### config.mk
export PLATFORM = sky130hd
export DESIGN_NAME = psbr_ctrl
export DESIGN_NICKNAME = d
export VERILOG_FILES = /design/src/hdl/psbr_pkg.sv /design/src/hdl/psbr_ctrl.sv
export SDC_FILE = /design/constraint.sdc
export NUM_CORES = 1
export LEC_CHECK = 0
export BUFFER_PORTS_ARGS = -buffer_cell sky130_fd_sc_hd__buf_2
export CORE_AREA = 3 3 40 42
export CTS_CLUSTER_DIAMETER = 30
export DETAILED_ROUTE_END_ITERATION = 12
export DIE_AREA = 0 0 43 45
export SLEW_MARGIN = 20
export SYNTH_ARGS = -nofsm -noshare
export SYNTH_HDL_FRONTEND = slang
export SYNTH_SLANG_ARGS = --single-unit
### constraint.sdc
create_clock -name clk -period 1.1 [get_ports clk]
set_input_delay 0.165 -clock clk [delete_from_list [all_inputs] [get_ports clk]]
set_output_delay 0.165 -clock clk [all_outputs]
set_load 0.01 [all_outputs]
### src/hdl/psbr_pkg.sv
// ----------------------------------------------------------------------------
// psbr_pkg
// Shared widths, field offsets, axis codes and controller/datapath structs
// for the point set bounds and radius block.
// ----------------------------------------------------------------------------
package psbr_pkg;

    // Coordinate format is fixed by the stream fields
    localparam int COORD_BITS = 24;
    localparam int AXES       = 3;

    // Second-pass arithmetic widths
    localparam int D_W    = COORD_BITS + 2;   // 2*p - (min+max), signed
    localparam int MAG_W  = COORD_BITS + 1;   // |2*p - (min+max)|
    localparam int SQ_W   = 2 * MAG_W;        // one squared term
    localparam int SUM_W  = SQ_W + 2;         // sum of three squares
    localparam int ROOT_W = SUM_W / 2;        // floor square root
    localparam int CEN_W  = COORD_BITS + 1;   // min + max

    // Slave side word layout
    localparam int S_DATA_W   = AXES * COORD_BITS;
    localparam int S_USER_W   = 2;
    localparam int S_USER_HAS = 0;
    localparam int S_USER_BAD = 1;

    // Master side word layout
    localparam int O_MIN       = 0;
    localparam int O_MAX       = O_MIN + COORD_BITS;
    localparam int O_CEN       = O_MAX + COORD_BITS;
    localparam int O_EXT       = O_CEN + CEN_W;
    localparam int O_LRG       = O_EXT + COORD_BITS;
    localparam int O_RAD       = O_LRG + COORD_BITS;
    localparam int M_FIELD_W   = O_RAD + ROOT_W;
    localparam int M_DATA_W    = ((M_FIELD_W + 7) / 8) * 8;
    localparam int M_USER_W    = 3;
    localparam int M_USER_AXIS = 0;
    localparam int M_USER_OK   = 2;

    // Axis codes
    localparam logic [1:0] AXIS_X = 2'd0;
    localparam logic [1:0] AXIS_Y = 2'd1;
    localparam logic [1:0] AXIS_Z = 2'd2;

    typedef struct packed {
        logic load_en;     // take points from the slave side
        logic pass_run;    // issue one store read this cycle
        logic root_start;  // launch the square root on the final maximum
        logic emit;        // push per-axis results to the output register
    } psbr_cmd_t;

    typedef struct packed {
        logic set_ok;      // set nonempty and not spoiled
        logic pass_last;   // read of the last stored point issues this cycle
        logic pipe_busy;   // distance pipeline still holds points
        logic root_done;   // square root result ready
        logic emit_done;   // z result loaded, set state cleared
    } psbr_stat_t;

endpackage

### src/hdl/psbr_ctrl.sv
// ----------------------------------------------------------------------------
// psbr_ctrl
// Sequencer: load points, run the distance pass, take the root, emit.
// ----------------------------------------------------------------------------
module psbr_ctrl
(
    input  logic                 clk,
    input  logic                 rst_n,
    input  logic                 in_valid,
    input  logic                 in_last,
    input  psbr_pkg::psbr_stat_t stat,
    output psbr_pkg::psbr_cmd_t  cmd
);

    localparam logic [2:0] S_LOAD  = 3'd0;
    localparam logic [2:0] S_CHECK = 3'd1;
    localparam logic [2:0] S_PASS  = 3'd2;
    localparam logic [2:0] S_DRAIN = 3'd3;
    localparam logic [2:0] S_ROOT  = 3'd4;
    localparam logic [2:0] S_EMIT  = 3'd5;

    logic [2:0] state_reg;
    logic [2:0] state_next;

    always_comb
    begin
        state_next     = state_reg;
        cmd.load_en    = 1'b0;
        cmd.pass_run   = 1'b0;
        cmd.root_start = 1'b0;
        cmd.emit       = 1'b0;
        case (state_reg)
            S_LOAD:
            begin
                cmd.load_en = 1'b1;
                if (in_valid && in_last)
                begin
                    state_next = S_CHECK;
                end
            end
            S_CHECK:
            begin
                state_next = stat.set_ok ? S_PASS : S_EMIT;
            end
            S_PASS:
            begin
                cmd.pass_run = 1'b1;
                if (stat.pass_last)
                begin
                    state_next = S_DRAIN;
                end
            end
            S_DRAIN:
            begin
                if (!stat.pipe_busy)
                begin
                    cmd.root_start = 1'b1;
                    state_next     = S_ROOT;
                end
            end
            S_ROOT:
            begin
                if (stat.root_done)
                begin
                    state_next = S_EMIT;
                end
            end
            S_EMIT:
            begin
                cmd.emit = 1'b1;
                if (stat.emit_done)
                begin
                    state_next = S_LOAD;
                end
            end
            default:
            begin
                state_next = S_LOAD;
            end
        endcase
    end

    always_ff @(posedge clk or negedge rst_n)
    begin
        if (!rst_n)
        begin
            state_reg <= S_LOAD;
        end
        else
        begin
            state_reg <= state_next;
        end
    end

endmodule

==> summary.md <==
| Metric | Value |
|---|---|
| Status | finished, violations left |
| Failing checks | setup timing |
| Met3 usage | 0.00398 |
| Leak pwr | approximately 0.00022 uW |
| Fin crit period | 1.32 ns |
| Clock Latency Late Sink | ~0.23 ns |
| Die X | 43 um |
| Initial antenna violation count | 0 |
| Req. time, crit path | 0.94 ns |
| Data arrival, critical path | 1.16 ns |
| Startpoint Class | flop |
| CP Max Fanout | 6 |
| Clk buf depth | 2 |
| Fin cells | 71 |
| Most common cell after layout, fill and taps aside | buf_2 |
| CTS tree | built |
| Mapped Avg Cell Area | 8.47 sq um |
| Seq/Total Area, Yosys | 0.296 |
| Max reg flops | 3 |
| Iter 0 DRT Violations | 11 |
| IO Pins | 13 |
| Site Rows | 13 |
| Via/cell ratio | between 4 and 5 |
| Fin nets | 66 |
| Hpwl dp | roughly 550 um |
| Met2 usage | 0.144 |
| Wire length of the first global-routing pass | ~1300 um |
| Cells after synthesis | 30 |
| Pwr dens | 3040 nW/um^2 |
| Met1 global-route usage | 0.109 |
| H-tree depth | 1 |
| Post-DRT Antenna Nets | 0 |
| Starting Density | 0.198 |
| Type of the tightest min-delay check | in2reg |
| Die height | approximately 45 um |
| Worst vdd ir | 0.970 mV |
| Peak Freq | 0.758 GHz |
| DR vias | approximately 340 |
| Vias in the first global route | around 320 |
| Pin count of the biggest net entering global routing | 8 |
| DRT Pass-1 Iters | 4 |
| Fin util | 0.376 |
| Final wirelength | about 920 um |
| Area Growth Syn to Fin | 90.1% |
| CTS Sinks | 3 |
| Final Cycle Share | 1.20 |
| Final hold vios | 0 |
| GRT Overall Usage | 0.0909 |
| Yosys Warn Count | 0 |
| Gr busiest metal | met2 |
| Power Total | between 1000 and 1500 uW |
| Skew final | ~0.0037 ns |
| Placed cell count | between 50 and 60 |
| Clk slew on worst S/H paths | ~0.04 ns |
| Synth Cell Area | ~250 sq um |
| Gr ovfl total | 0 |
| RSZ-0062 raised after global routing | yes |
| Antenna Cells | 0 |
| Layout cells sized above 1 | 0.679 |
| Flops & latches, synth | 3 |
| Wirelength per Cell | around 13 um |
| WS Path Type | reg2out |
| Root buf cell | clkbuf_4 |
| Relative slew slack | 0.832 |
| Worst slew pin tran | approximately 0.25 ns |
| IO buf count | 12 |
| Die ar. | between 1500 and 2000 sq um |
| Total clock buffers created by CTS | 3 |
| CP endpoint kind | primary output |
| Slack of the critical path | -0.220 ns |
| FF-to-FF setup slack | -0.19 ns |
| Number of distinct library cells after synthesis | 18 |
| Slew Viols, Final | 0 |
| Final setup viols | 5 |
| Core ar. | 1280 sq um |
| FILL cells | 148 |
| Commonest cells after routing, fill and taps aside | buf_2, buf_4, buf_6, nor3_2, clkbuf_4 |
| GPL Wtd Cong | roughly 0.71 |
| Syn_nets | 39 |
| # DRC | 0 |
| Max Cap Violations | 0 |
==> per-layer routing <==
metal  part of all wire  wire [um]  vias to the layer above
met5                  0          0                        -
met2               0.53        490                       13
met3              0.049         45                        2
met4              0.023         21                        0
li1                   -          -                      165
met1               0.39        358                      156
==> synthesized netlist by cell type (all sizes together) <==
cell     count  area, sq um
inv          3         11.3
a21oi        3         15.0
o211ai       1         7.51
buf          3         26.3
nor3         4         20.0
o2111ai      1         8.76
nor4         1         21.3
a211oi       1         12.5
dfrtp        3         75.1
nand2        2         7.51
o21ai        3         15.0
o21bai       1         7.51
nand3        1         5.00
a31oi        1         6.26
o311ai       1         8.76
nor2b        1         6.26
==> cell type report <==
type,count,area (sq um),share of cell area
Tap cell,15,18.8,0.0389
Inverter,3,13.8,0.0285
Timing Repair Buffer,25,175,0.363
Multi-Input combinational cell,21,171,0.355
Sequential cell,3,77.6,0.161
Clock buffer,4,26.3,0.0544
==> worst max-delay path, stage by stage, from the launching register on <==
cell and delay, ns:
dfrtp_2 0.43, inv_1 0.11, nor3_2 0.22, buf_2 0.16
==> report_power, final <==
group,switching [uW],total [uW],internal (uW)
Clock,57.5,194,136
Sequential,93.9,270,176
Combinational,475,1000,529
Total,627,1470,840
==> final timing paths <==
kind,start,end,cells after the start
max,state_reg[2]$_DFFE_PN0P_,cmd[0],3
min,stat[3],state_reg[0]$_DFFE_PN0P_,3
max reg2reg,state_reg[2]$_DFFE_PN0P_,state_reg[0]$_DFFE_PN0P_,6
min reg2reg,state_reg[2]$_DFFE_PN0P_,state_reg[0]$_DFFE_PN0P_,1
max in group asynchronous,rst_n,state_reg[1]$_DFFE_PN0P_,2
min in group asynchronous,rst_n,state_reg[0]$_DFFE_PN0P_,2
==> metrics by stage <==
stage	setup TNS, ns	hold WS [ns]	instance area (sq um)	setup slack, ns
3_3_place_gp	-0.130	-0.0355	337	-0.0799
5_1_grt	-1.37	0.251	483	-0.290
2_1_floorplan	0	-0.131	254	0.0429
4_1_cts	-0.867	0.214	412	-0.228
6_report	-0.992	0.228	483	-0.220
3_5_place_dp	-0.281	-0.0362	337	-0.129
==> cell families after synthesis <==
| family | after synthesis | synth area share |
|---|---|---|
| buffers and inverters | 6 | 0.148 |
| and+or+nand+nor | 9 | 0.236 |
| AOI/OAI and AO/OA | 12 | 0.320 |
| DFF | 3 | 0.296 |
==> what timing repair did <==
action                                  in CTS  in global routing
buffers inserted                             5                  3
endpoints found under the setup margin       6                  6
pin swaps                                    1                  6
hold endpoints to repair                     3                  0
hold buffers                                 1                  0
resized for setup                            3                 11
cloned                                       0                  0
Power figures use the tool's default switching activity.
